File: src/annexb_to_length_prefixed_nal_assert.svh
// Assertion macros used by the anl_back module of the annexb_to_length_prefixed_nal RTL.
`ifndef ANNEXB_TO_LENGTH_PREFIXED_NAL_ASSERT_SVH
`define ANNEXB_TO_LENGTH_PREFIXED_NAL_ASSERT_SVH

// Condition holds at every edge out of reset (module has clk and arst_n).
`define ANL_ASSERT_ALWAYS(label, cond, msg) \
	label: assert property (@(posedge clk) disable iff (!arst_n) (cond)) \
		else $error(msg);

// Consequent holds in the same cycle as the antecedent.
`define ANL_ASSERT_IMPLY(label, ante, cons, msg) \
	label: assert property (@(posedge clk) disable iff (!arst_n) (ante) |-> (cons)) \
		else $error(msg);

// Consequent holds in the cycle after the antecedent.
`define ANL_ASSERT_NEXT(label, ante, cons, msg) \
	label: assert property (@(posedge clk) disable iff (!arst_n) (ante) |=> (cons)) \
		else $error(msg);

`endif

File: src/anl_pkg.sv
// Shared types and constants of the Annex B to length-prefixed NAL converter.
package anl_pkg;

	localparam logic [7:0] BYTE_ZERO      = 8'h00;
	localparam logic [7:0] BYTE_START_END = 8'h01;
	localparam logic [1:0] HELD_MAX       = 2'd3;

	localparam logic [4:0] NAL_TYPE_IDR = 5'd5;
	localparam logic [4:0] NAL_TYPE_SPS = 5'd7;
	localparam logic [4:0] NAL_TYPE_PPS = 5'd8;

	localparam logic KIND_PAYLOAD    = 1'b0;
	localparam logic KIND_DESCRIPTOR = 1'b1;

	localparam int CMDQ_DEPTH    = 4;
	localparam int CMDQ_PTR_BITS = 2;
	localparam int CMDQ_CNT_BITS = 3;

	// Work for the back end caused by one input byte:
	// zeros payload zero bytes, then an optional data byte, then an optional descriptor.
	typedef struct packed {
		logic [1:0] zeros;
		logic       has_byte;
		logic [7:0] data;
		logic       desc;
	} anl_cmd_t;

	typedef struct packed {
		logic full;
		logic empty;
	} anl_q_status_t;

endpackage

File: src/anl_front.sv
// Front end: start code detection and classification of each input byte.
module anl_front (
	input  logic                   clk,
	input  logic                   arst_n,
	input  logic                   in_valid,
	output logic                   in_stall,
	input  logic [7:0]             data_byte,
	input  logic                   end_of_buffer,
	input  anl_pkg::anl_q_status_t q_status,
	output logic                   push,
	output anl_pkg::anl_cmd_t      push_cmd
);

	logic [1:0] held_q;
	logic       nonempty_q;
	logic [1:0] held_nx;
	logic       nonempty_nx;
	logic       fin;
	logic       payload;
	logic       accept;
	anl_pkg::anl_cmd_t cmd;

	assign in_stall = q_status.full;
	assign accept   = in_valid && !in_stall;

	always_comb begin
		cmd         = '0;
		held_nx     = held_q;
		fin         = 1'b0;
		if (data_byte == anl_pkg::BYTE_ZERO) begin
			if (held_q != anl_pkg::HELD_MAX) begin
				held_nx = held_q + 2'd1;
			end else begin
				cmd.has_byte = 1'b1;
				cmd.data     = anl_pkg::BYTE_ZERO;
			end
		end else if (data_byte == anl_pkg::BYTE_START_END && held_q == anl_pkg::HELD_MAX) begin
			held_nx = 2'd0;
			fin     = 1'b1;
		end else begin
			cmd.zeros    = held_q;
			cmd.has_byte = 1'b1;
			cmd.data     = data_byte;
			held_nx      = 2'd0;
		end
		// flush the held zeros at end of buffer; they are all zeros, so order is free
		if (end_of_buffer) begin
			cmd.zeros = cmd.zeros + held_nx;
			held_nx   = 2'd0;
			fin       = 1'b1;
		end
		payload     = (cmd.zeros != 2'd0) || cmd.has_byte;
		cmd.desc    = fin && (nonempty_q || payload);
		nonempty_nx = !fin && (nonempty_q || payload);
	end

	assign push     = accept && (payload || cmd.desc);
	assign push_cmd = cmd;

	always_ff @(posedge clk or negedge arst_n) begin
		if (!arst_n) begin
			held_q     <= 2'd0;
			nonempty_q <= 1'b0;
		end else if (accept) begin
			held_q     <= held_nx;
			nonempty_q <= nonempty_nx;
		end
	end

endmodule

File: src/anl_cmdq.sv
// Short command queue between the front end and the back end.
module anl_cmdq (
	input  logic                   clk,
	input  logic                   arst_n,
	input  logic                   push,
	input  anl_pkg::anl_cmd_t      push_cmd,
	input  logic                   pop,
	output anl_pkg::anl_cmd_t      head_cmd,
	output anl_pkg::anl_q_status_t status
);

	anl_pkg::anl_cmd_t slots_q [anl_pkg::CMDQ_DEPTH];
	logic [anl_pkg::CMDQ_PTR_BITS-1:0] wr_ptr_q;
	logic [anl_pkg::CMDQ_PTR_BITS-1:0] rd_ptr_q;
	logic [anl_pkg::CMDQ_CNT_BITS-1:0] count_q;

	assign status.full  = (count_q == anl_pkg::CMDQ_CNT_BITS'(anl_pkg::CMDQ_DEPTH));
	assign status.empty = (count_q == '0);
	assign head_cmd     = slots_q[rd_ptr_q];

	always_ff @(posedge clk) begin
		if (push) begin
			slots_q[wr_ptr_q] <= push_cmd;
		end
	end

	always_ff @(posedge clk or negedge arst_n) begin
		if (!arst_n) begin
			wr_ptr_q <= '0;
			rd_ptr_q <= '0;
			count_q  <= '0;
		end else begin
			if (push) begin
				wr_ptr_q <= wr_ptr_q + 1'b1;
			end
			if (pop) begin
				rd_ptr_q <= rd_ptr_q + 1'b1;
			end
			if (push && !pop) begin
				count_q <= count_q + 1'b1;
			end else if (pop && !push) begin
				count_q <= count_q - 1'b1;
			end
		end
	end

endmodule

File: src/anl_back.sv
// Back end: unit length and type tracking, sticky flags, result sequencing.
`include "annexb_to_length_prefixed_nal_assert.svh"

module anl_back #(
	parameter int LENGTH_BITS = 32
) (
	input  logic                   clk,
	input  logic                   arst_n,
	input  anl_pkg::anl_cmd_t      head_cmd,
	input  anl_pkg::anl_q_status_t q_status,
	output logic                   pop,
	output logic                   out_valid,
	input  logic                   out_stall,
	output logic                   kind,
	output logic [7:0]             out_byte,
	output logic [31:0]            unit_length,
	output logic [4:0]             unit_type,
	output logic                   sps_seen,
	output logic                   pps_seen,
	output logic                   idr_seen,
	output logic                   last_of_run
);

	// work left for the command in progress
	logic [1:0]             zeros_left_q;
	logic                   byte_left_q;
	logic                   desc_left_q;
	logic [7:0]             data_q;

	logic [LENGTH_BITS-1:0] bytes_q;
	logic [4:0]             type_q;
	logic                   sps_q, pps_q, idr_q;

	logic                   out_valid_q;
	logic                   kind_q;
	logic [7:0]             out_byte_q;
	logic [31:0]            length_q;
	logic [4:0]             type_out_q;
	logic                   sps_out_q, pps_out_q, idr_out_q;
	logic                   last_q;

	logic       busy, out_free, advance, load;
	logic       emit_zero, emit_byte, emit_desc;
	logic [1:0] zeros_nx;
	logic       byte_nx, desc_nx, is_last;
	logic [7:0] pay_byte;
	logic       sps_nx, pps_nx, idr_nx;

	always_comb begin
		busy      = (zeros_left_q != 2'd0) || byte_left_q || desc_left_q;
		out_free  = !out_valid_q || !out_stall;
		advance   = busy && out_free;
		emit_zero = (zeros_left_q != 2'd0);
		emit_byte = !emit_zero && byte_left_q;
		emit_desc = !emit_zero && !byte_left_q;
		pay_byte  = emit_zero ? anl_pkg::BYTE_ZERO : data_q;
		zeros_nx  = emit_zero ? zeros_left_q - 2'd1 : zeros_left_q;
		byte_nx   = byte_left_q && !emit_byte;
		desc_nx   = desc_left_q && !emit_desc;
		is_last   = (zeros_nx == 2'd0) && !byte_nx && !desc_nx;
		load      = !q_status.empty && (!busy || (advance && is_last));
		sps_nx    = sps_q || (type_q == anl_pkg::NAL_TYPE_SPS);
		pps_nx    = pps_q || (type_q == anl_pkg::NAL_TYPE_PPS);
		idr_nx    = idr_q || (type_q == anl_pkg::NAL_TYPE_IDR);
	end

	assign pop = load;

	always_ff @(posedge clk or negedge arst_n) begin
		if (!arst_n) begin
			zeros_left_q <= 2'd0;
			byte_left_q  <= 1'b0;
			desc_left_q  <= 1'b0;
			bytes_q      <= '0;
			type_q       <= 5'd0;
			sps_q        <= 1'b0;
			pps_q        <= 1'b0;
			idr_q        <= 1'b0;
			out_valid_q  <= 1'b0;
		end else begin
			if (load) begin
				zeros_left_q <= head_cmd.zeros;
				byte_left_q  <= head_cmd.has_byte;
				desc_left_q  <= head_cmd.desc;
			end else if (advance) begin
				zeros_left_q <= zeros_nx;
				byte_left_q  <= byte_nx;
				desc_left_q  <= desc_nx;
			end
			if (out_free) begin
				out_valid_q <= advance;
			end
			if (advance) begin
				if (emit_desc) begin
					sps_q   <= sps_nx;
					pps_q   <= pps_nx;
					idr_q   <= idr_nx;
					bytes_q <= '0;
					type_q  <= 5'd0;
				end else begin
					if (bytes_q == '0) begin
						type_q <= pay_byte[4:0];
					end
					// saturate at all ones
					if (bytes_q != '1) begin
						bytes_q <= bytes_q + 1'b1;
					end
				end
			end
		end
	end

	always_ff @(posedge clk) begin
		if (load) begin
			data_q <= head_cmd.data;
		end
		if (advance) begin
			last_q <= is_last;
			if (emit_desc) begin
				kind_q     <= anl_pkg::KIND_DESCRIPTOR;
				out_byte_q <= 8'd0;
				length_q   <= 32'(bytes_q);
				type_out_q <= type_q;
				sps_out_q  <= sps_nx;
				pps_out_q  <= pps_nx;
				idr_out_q  <= idr_nx;
			end else begin
				kind_q     <= anl_pkg::KIND_PAYLOAD;
				out_byte_q <= pay_byte;
				length_q   <= 32'd0;
				type_out_q <= 5'd0;
				sps_out_q  <= sps_q;
				pps_out_q  <= pps_q;
				idr_out_q  <= idr_q;
			end
		end
	end

	assign out_valid   = out_valid_q;
	assign kind        = kind_q;
	assign out_byte    = out_byte_q;
	assign unit_length = length_q;
	assign unit_type   = type_out_q;
	assign sps_seen    = sps_out_q;
	assign pps_seen    = pps_out_q;
	assign idr_seen    = idr_out_q;
	assign last_of_run = last_q;

	`ANL_ASSERT_IMPLY(a_desc_nonempty, out_valid_q && kind_q == anl_pkg::KIND_DESCRIPTOR, length_q != 32'd0, "descriptor for an empty unit")
	`ANL_ASSERT_IMPLY(a_desc_sps_flag, out_valid_q && kind_q == anl_pkg::KIND_DESCRIPTOR && type_out_q == anl_pkg::NAL_TYPE_SPS, sps_out_q, "SPS descriptor without sps flag")
	`ANL_ASSERT_IMPLY(a_pop_only_when_free, pop, !busy || (advance && is_last), "command loaded over unfinished work")
	`ANL_ASSERT_NEXT(a_sticky_sps, sps_q, sps_q, "sps flag cleared")

endmodule

File: src/annexb_to_length_prefixed_nal.sv
// Top level of the Annex B start code to length-prefixed NAL converter.
//
//  channel | direction | handshake              | payload
//  --------+-----------+------------------------+-----------------------------------------
//  in      | sink      | in_valid / in_stall    | data_byte, end_of_buffer
//  out     | source    | out_valid / out_stall  | kind, out_byte, unit_length, unit_type,
//          |           |                        | sps_seen, pps_seen, idr_seen, last_of_run
//
// One byte is accepted per cycle while the four-entry command queue has room.
// Results leave at one per cycle from the output register while out_stall is low;
// a byte causes zero to five results, and the queue absorbs the extra results of
// a byte that releases held zeros or closes a unit.
// An accepted byte goes through the queue, the work registers and the output register.
// Reset (arst_n low) clears held zeros, unit length and type, sticky flags and the queue.
// out_stall holds the output register; in_stall rises only when the queue is full.
module annexb_to_length_prefixed_nal #(
	parameter int LENGTH_BITS = 32
) (
	input  logic        clk,
	input  logic        arst_n,
	input  logic        in_valid,
	output logic        in_stall,
	input  logic [7:0]  data_byte,
	input  logic        end_of_buffer,
	output logic        out_valid,
	input  logic        out_stall,
	output logic        kind,
	output logic [7:0]  out_byte,
	output logic [31:0] unit_length,
	output logic [4:0]  unit_type,
	output logic        sps_seen,
	output logic        pps_seen,
	output logic        idr_seen,
	output logic        last_of_run
);

	// front -> queue -> back
	logic                   push;
	logic                   pop;
	anl_pkg::anl_cmd_t      push_cmd;
	anl_pkg::anl_cmd_t      head_cmd;
	anl_pkg::anl_q_status_t q_status;

	// classify each byte: hold zeros, drop start codes, decide the work to do
	anl_front u_front (
		.clk           (clk),
		.arst_n        (arst_n),
		.in_valid      (in_valid),
		.in_stall      (in_stall),
		.data_byte     (data_byte),
		.end_of_buffer (end_of_buffer),
		.q_status      (q_status),
		.push          (push),
		.push_cmd      (push_cmd)
	);

	// decouple byte intake from result delivery
	anl_cmdq u_cmdq (
		.clk      (clk),
		.arst_n   (arst_n),
		.push     (push),
		.push_cmd (push_cmd),
		.pop      (pop),
		.head_cmd (head_cmd),
		.status   (q_status)
	);

	// count unit bytes, track type and flags, emit one result per transaction
	anl_back #(
		.LENGTH_BITS (LENGTH_BITS)
	) u_back (
		.clk         (clk),
		.arst_n      (arst_n),
		.head_cmd    (head_cmd),
		.q_status    (q_status),
		.pop         (pop),
		.out_valid   (out_valid),
		.out_stall   (out_stall),
		.kind        (kind),
		.out_byte    (out_byte),
		.unit_length (unit_length),
		.unit_type   (unit_type),
		.sps_seen    (sps_seen),
		.pps_seen    (pps_seen),
		.idr_seen    (idr_seen),
		.last_of_run (last_of_run)
	);

endmodule

File: config.mk
export PLATFORM = sky130hd
export DESIGN_NAME = annexb_to_length_prefixed_nal
export DESIGN_NICKNAME = d
export VERILOG_FILES = /design/src/anl_pkg.sv /design/src/anl_front.sv /design/src/anl_cmdq.sv /design/src/anl_back.sv /design/src/annexb_to_length_prefixed_nal.sv
export VERILOG_INCLUDE_DIRS = /design/src /design/src/src
export SDC_FILE = /design/constraint.sdc
export NUM_CORES = 1
export LEC_CHECK = 0
export BUFFER_PORTS_ARGS = -buffer_cell sky130_fd_sc_hd__buf_4
export CAP_MARGIN = 10
export CORE_AREA = 5 5 141 143
export DETAILED_ROUTE_END_ITERATION = 10
export DIE_AREA = 0 0 146 148
export GPL_TIMING_DRIVEN = 0
export SLEW_MARGIN = 20
export SYNTH_ARGS = -nofsm -noshare
export SYNTH_HDL_FRONTEND = slang
export SYNTH_SLANG_ARGS = --single-unit
File: constraint.sdc
create_clock -name clk -period 6.1 [get_ports clk]
set_input_delay 0.915 -clock clk [delete_from_list [all_inputs] [get_ports clk]]
set_output_delay 0.915 -clock clk [all_outputs]
set_load 0.1 [all_outputs]
Word level (Yosys, flattened, before mapping)
Memory sizes are Yosys's and may differ from the RTL's.
Cells that the tools add are included.
- output and inout port bits: 52
- bits in writable memories: 48
- register bits after elaboration: 113
- logic and storage cells: 125
- memories: 1
- input bits: 13
- add/subtract/negate cells: 8
- equality and inequality tests: 8
- muxes and demuxes: 31
- reductions and logical operators: 53
- memories (name ; words ; width ; rd ports ; clocked after Yosys merged registers in ; wr ports ; line ; RTL):
    u_cmdq.slots_q ; 4 ; 12 ; 1 ; 0 ; 1 ; anl_cmdq.sv:12 ; anl_pkg::anl_cmd_t slots_q [anl_pkg::CMDQ_DEPTH];
- operators by type and width (kind ; number):
    $mux 32 ; 2
    $add 32x1->32 const B ; 1
    $logic_not 32->1 ; 1
    $ne 32x32->1 const B ; 1
    $mux 9 ; 2
    $logic_and 1x1->1 ; 16
    $mux 2 ; 8
    $mux 5 ; 3
    $logic_not 1->1 ; 14
    $mux 1 ; 13
    $reduce_bool 2->1 ; 6
    $mux 11 ; 1
    $eq 5x3->1 const B ; 2
    $logic_or 1x1->1 ; 10
    $eq 8x1->1 const B ; 1
    $logic_not 8->1 ; 1
    $add 2x1->2 const B ; 3
    $mux 3 ; 2
    $eq 5x4->1 const B ; 1
    $reduce_and 2->1 ; 2
    $add 3x1->3 const B ; 1
    $eq 3x3->1 const B ; 1
    $logic_not 3->1 ; 1
    $sub 3x1->3 const B ; 1
    other kinds (6) ; 6

Longest topological paths before layout
- depth in word-level cells: 16
- gate-level depth with buffers: 15

Modules after synthesis
From an unflattened synthesis, not the netlist that was laid out.
- cells, all modules: 557
- area total of the unflattened synthesis: 7397.1 um^2
- modules (own cells, without submodules) (module ; times used ; area an instance (um^2) ; seq. area each (um^2) ; cells each):
    anl_back ; 1 ; 4795.8 ; 2867.8 ; 400
    anl_cmdq ; 1 ; 2153.3 ; 1616.6 ; 97
    anl_front ; 1 ; 447.9 ; 75.1 ; 60

Least setup slack after synthesis
OpenSTA, ideal clock, no wires.
- kind: register -> register
- start point: register u_cmdq.count_q[0] (netlist name)
- end point: register u_cmdq.count_q[1] (netlist name)
- data arrival time: 4.169 ns
- period minus slack after synthesis: 4.294 ns
- required time: 5.975 ns
- path slack: 1.806 ns
- cell stages (with the launch flop): 8
- library setup time: 0.125 ns
- cells stage by stage: dfrtp_1 -> nor3b_1 -> nand2b_1 -> a31oi_1 -> ha_1 -> inv_1 -> fa_1 -> mux2_2
- cells in the longest elaborated chain, start to end: 7
- RTL lines (what ; line ; RTL):
    from (decl) ; anl_cmdq.sv:15 ; logic [anl_pkg::CMDQ_CNT_BITS-1:0] count_q;
    from (signal assigned) ; anl_cmdq.sv:40 ; count_q <= count_q + 1'b1;
    from (signal assigned) ; anl_cmdq.sv:42 ; count_q <= count_q - 1'b1;
    $eq 3x3->1 * ; anl_cmdq.sv:17 ; assign status.full = (count_q == anl_pkg::CMDQ_CNT_BITS'(anl_pkg::CMDQ_DEPTH));
    named net in_stall ; annexb_to_length_prefixed_nal.sv:22 ; output logic in_stall,
    $logic_not 1->1 * ; anl_front.sv:24 ; assign accept = in_valid && !in_stall;
    $logic_and 1x1->1 * ; anl_front.sv:24 ;
    $logic_and 1x1->1 * ; anl_front.sv:57 ; assign push = accept && (payload || cmd.desc);
    named net push ; annexb_to_length_prefixed_nal.sv:38 ; logic push;
    $logic_not 1->1 ; anl_cmdq.sv:41 ; end else if (pop && !push) begin
    $logic_and 1x1->1 ; anl_cmdq.sv:41 ;
    $reduce_bool 2->1 (no line) ; -- ;
Mark *: on every way through the listed nets, which the timed path passes. The rest lies on a longest branch. The select of a mux whose other input is x is not followed.
A chain may end at the register's enable or synchronous reset.

Worst setup path after layout
- start point: input data_byte[4]
- end point: register u_cmdq.count_q[2] (netlist name)
- cells in the longest elaborated chain, start to end: 15
- RTL lines (what ; line ; RTL):
    from (decl) ; annexb_to_length_prefixed_nal.sv:23 ; input logic [7:0] data_byte,
    $eq 8x1->1 ; anl_front.sv:37 ; end else if (data_byte == anl_pkg::BYTE_START_END && held_q == anl_pkg::HELD_MAX) begin
    $logic_and 1x1->1 ; anl_front.sv:37 ;
    $mux 11 ; anl_front.sv:37 ;
    $mux 2 ; anl_front.sv:30 ; if (data_byte == anl_pkg::BYTE_ZERO) begin
    $add 2x2->2 ; anl_front.sv:48 ; cmd.zeros = cmd.zeros + held_nx;
    $mux 2 ; anl_front.sv:47 ; if (end_of_buffer) begin
    $reduce_bool 2->1 ; anl_front.sv:52 ; payload = (cmd.zeros != 2'd0) || cmd.has_byte;
    $logic_or 1x1->1 ; anl_front.sv:52 ;
    $logic_or 1x1->1 ; anl_front.sv:53 ; cmd.desc = fin && (nonempty_q || payload);
    $logic_and 1x1->1 ; anl_front.sv:53 ;
    $logic_or 1x1->1 * ; anl_front.sv:57 ;
    $logic_and 1x1->1 * ; anl_front.sv:57 ;
    named net push ; annexb_to_length_prefixed_nal.sv:38 ;
    $logic_not 1->1 ; anl_cmdq.sv:41 ;
    $logic_and 1x1->1 ; anl_cmdq.sv:41 ;
    $reduce_bool 2->1 (no line) ; -- ;
Mark *: on every way through the listed nets, which the timed path passes. The rest lies on a longest branch.

==> metrics.txt <==
vias in the first global route=4,800; worst hold path depth=1; Placer Congestion=approximately 0.95; Clock Latency Late Sink=approximately 430 ps; peak supply drop=roughly 0.21 mV; Min-Delay Path Class=reg -> reg; area of the multi-input gates=around 0.0024 sq mm; Yosys top cell area share=between 40% and 50%; total setup buffers inserted after CTS=0; die area=approximately 0.022 sq mm; Final setup viols=0; Hold Vio Cnt, Final=0; Tot Pwr=about 4.2 mW; die width=~150 microns; final net count=about 660; Cells after Synth=553; top cells by count, synth=edfxtp_1 (106), dfrtp_1 (55), and2_1 (49), o21ai_0 (30), nand2_1 (28); antenna viol nets, final=0; Post-Route Skew=~7.6 ps; Fillers=1,665; Area Growth Syn to Fin=18.91%; Tmin final=4495 ps; CP Capture Type=flip-flop; crit share post-route=between 70 and 80%; Crit Path Class=in -> reg; initial antenna violation count=0; yosys warns=0; Initial Util=between 30% and 40%; DRC=0; total global-route track usage=around 14%; Post-Syn Area=0.007192 sq mm; Vias per Instance=5.371; number of buffers created by CTS=17; share of flip-flops with an asynchronous set or reset=between 30% and 40%; Iteration-0 DRC Markers=360; Required @ worst endpoint=between 6000 and 7000 ps; pin count of the biggest net entering global routing=60; TritonRoute pass-1 iters=6; crit-path max FO=7; I/O Pins=65; Worst-Margin Slew=761.7 ps; Hold-fix buffers, CTS=0; Leak=~3.3 nW; area leader, netlist=edfxtp_1; wire length per cell=~17 microns; Clock Path Buffers=2; net count after synthesis=about 580; CTS tree=yes; Site Rows=50; FF-to-FF path depth=15; sequential area share after synthesis=between 60% and 70%; Synth area leaders=edfxtp_1 (44%), dfrtp_1 (19%), and2_1 (4.3%); worst hold slack=roughly 470 ps; status=finished clean; final WL=between 10 and 15 mm; routed vias=4,743; maxcap violations=0; Yosys reg bits=approximately 160; Synth Flop Type=edfxtp_1; number of synthesized flops with an enable pin=between 100 and 150; core area=between 0.015 and 0.02 sq mm; first-pass GRT wire length=around 24 mm; Root Driver=clkbuf_16; Slew Viols, Final=0; Slew headroom=about half; layout cells sized above 1=a little over a fifth; H-tree depth=4; Ant. Diodes=0; syn avg cell area=roughly 13 sq um; RSZ-0062 raised after global routing=no; Worst-path clk slew=60 ps; count of different cell masters after synthesis=61; Worst Path Arrival=approximately 4800 ps; critical path startpoint category=input port; hpwl dp=just over 10 mm; pwr dens=between 400 and 500 mW/mm^2; DIE HEIGHT=between 100 and 150 microns; number of port buffers=64; CTS Sinks=roughly 160; # resized after CTS=0; count leader, synth=edfxtp_1; f_max=between 200 and 250 MHz; FF/Latch Area=0.004559 sq mm; Setup TNS=0 ps; Congestion Overflow GR=0
==> worst paths after layout <==
path / slack [ps] / start / endpoint
worst max-delay path: 1600 / data_byte[4] / u_cmdq.count_q[2]$_DFFE_PN0P_
worst min-delay path: 470 / u_back.idr_q$_DFFE_PN0P_ / u_back.idr_q$_DFFE_PN0P_
worst max register to register: 2410 / u_front.held_q[0]$_DFFE_PN0P_ / u_cmdq.count_q[2]$_DFFE_PN0P_
worst min register to register: 470 / u_back.idr_q$_DFFE_PN0P_ / u_back.idr_q$_DFFE_PN0P_
max in group asynchronous: 5040 / arst_n / u_back.bytes_q[16]$_DFFE_PN0P_
min in group asynchronous: 550 / arst_n / u_front.held_q[1]$_DFFE_PN0P_
==> cell usage in the layout, fill, tap and decap left out, types with 7 or more instances in the layout <==
| cell | n |
|---|---|
| nand2b_1 | 7 |
| inv_1 | 19 |
| o21ai_0 | 30 |
| nor4_1 | 8 |
| a21oi_1 | 24 |
| or3_1 | 15 |
| buf_2 | 8 |
| mux4_2 | 12 |
| and3_1 | 7 |
| edfxtp_1 | 106 |
| clkbuf_16 | 17 |
| ha_1 | 8 |
| nor2_1 | 20 |
| nand3_1 | 14 |
| mux2_2 | 8 |
| nor3_1 | 7 |
| and2_1 | 49 |
| nand2_1 | 28 |
| buf_4 | 65 |
| o31ai_1 | 10 |
| dfrtp_1 | 55 |
| clkbuf_1 | 18 |
| and4_1 | 7 |
| nand4_1 | 19 |
==> critical path: stages <==
cell and delay (ps):
buf_4 120, nor4_2 610, and2_0 210, clkbuf_1 270
a21oi_1 140, ha_1 290, xnor2_1 290, nand2_1 140
a21o_1 230, a31oi_1 490, ha_1 290, inv_1 60
fa_1 370, xor2_1 150, nor2_1 110, xor2_1 150
==> registers in the layout, indices dropped and copies added, names as in the netlist, 2 cells and up <==
name / count
u_cmdq.wr_ptr_q: 2
u_back.unit_type: 5
u_back.out_byte: 8
u_front.held_q: 2
u_back.zeros_left_q: 2
u_back.type_q: 5
u_cmdq.slots_q: 48
u_cmdq.count_q: 3
u_back.bytes_q: 32
u_back.data_q: 8
u_cmdq.rd_ptr_q: 2
u_back.unit_length: 32
==> kinds of logic after synthesis <==
family,count (synthesis),synth area share (%)
multiplexers,22,5.289
adder cells (fa/ha/maj),10,1.809
AND/OR/NAND/NOR,201,16.37
XOR/XNOR,9,1.096
flip-flops,161,63.40
buffers and inverters,51,3.288
AO/OA/AOI/OAI,99,8.751
==> through the flow <==
stage	std cells	area, sq um	utilization [%]	setup WS (ps)
final	883	8552	46.34	1605
after global routing	883	8552	46.34	1205
after CTS	883	8552	46.34	1670
after detailed placement	851	7968	43.17	1231
after global placement	851	7965	43.16	1429
after floorplan	553	7192	-	1806
==> area by class of cell <==
cell class | instances | share of cell area [%]
Sequential cell | 161 | 53.31
Multi-Input combinational cell | 341 | 28.02
Timing Repair Buffer | 64 | 5.618
Clock buffer | 19 | 5.062
Tap cell | 234 | 3.424
Buffer | 31 | 1.917
Clock inverter | 13 | 1.770
Inverter | 20 | 0.8778
==> routing by layer <==
layer	wire [microns]	track usage [%]
met2	7515	24.47
met4	293	5.456
met5	0	0
met1	6136	16.80
met3	731	4.077
==> power breakdown <==
part | total (mW) | internal, mW | leakage (nW) | switching, mW
sequential | 1.61 | 1.49 | 1.75 | 0.118
clock | 1.05 | 0.611 | 0.282 | 0.440
combinational | 1.57 | 0.406 | 1.27 | 1.17
total | 4.23 | 2.50 | 3.30 | 1.73
No activity file was read; power rests on OpenSTA's default activity.
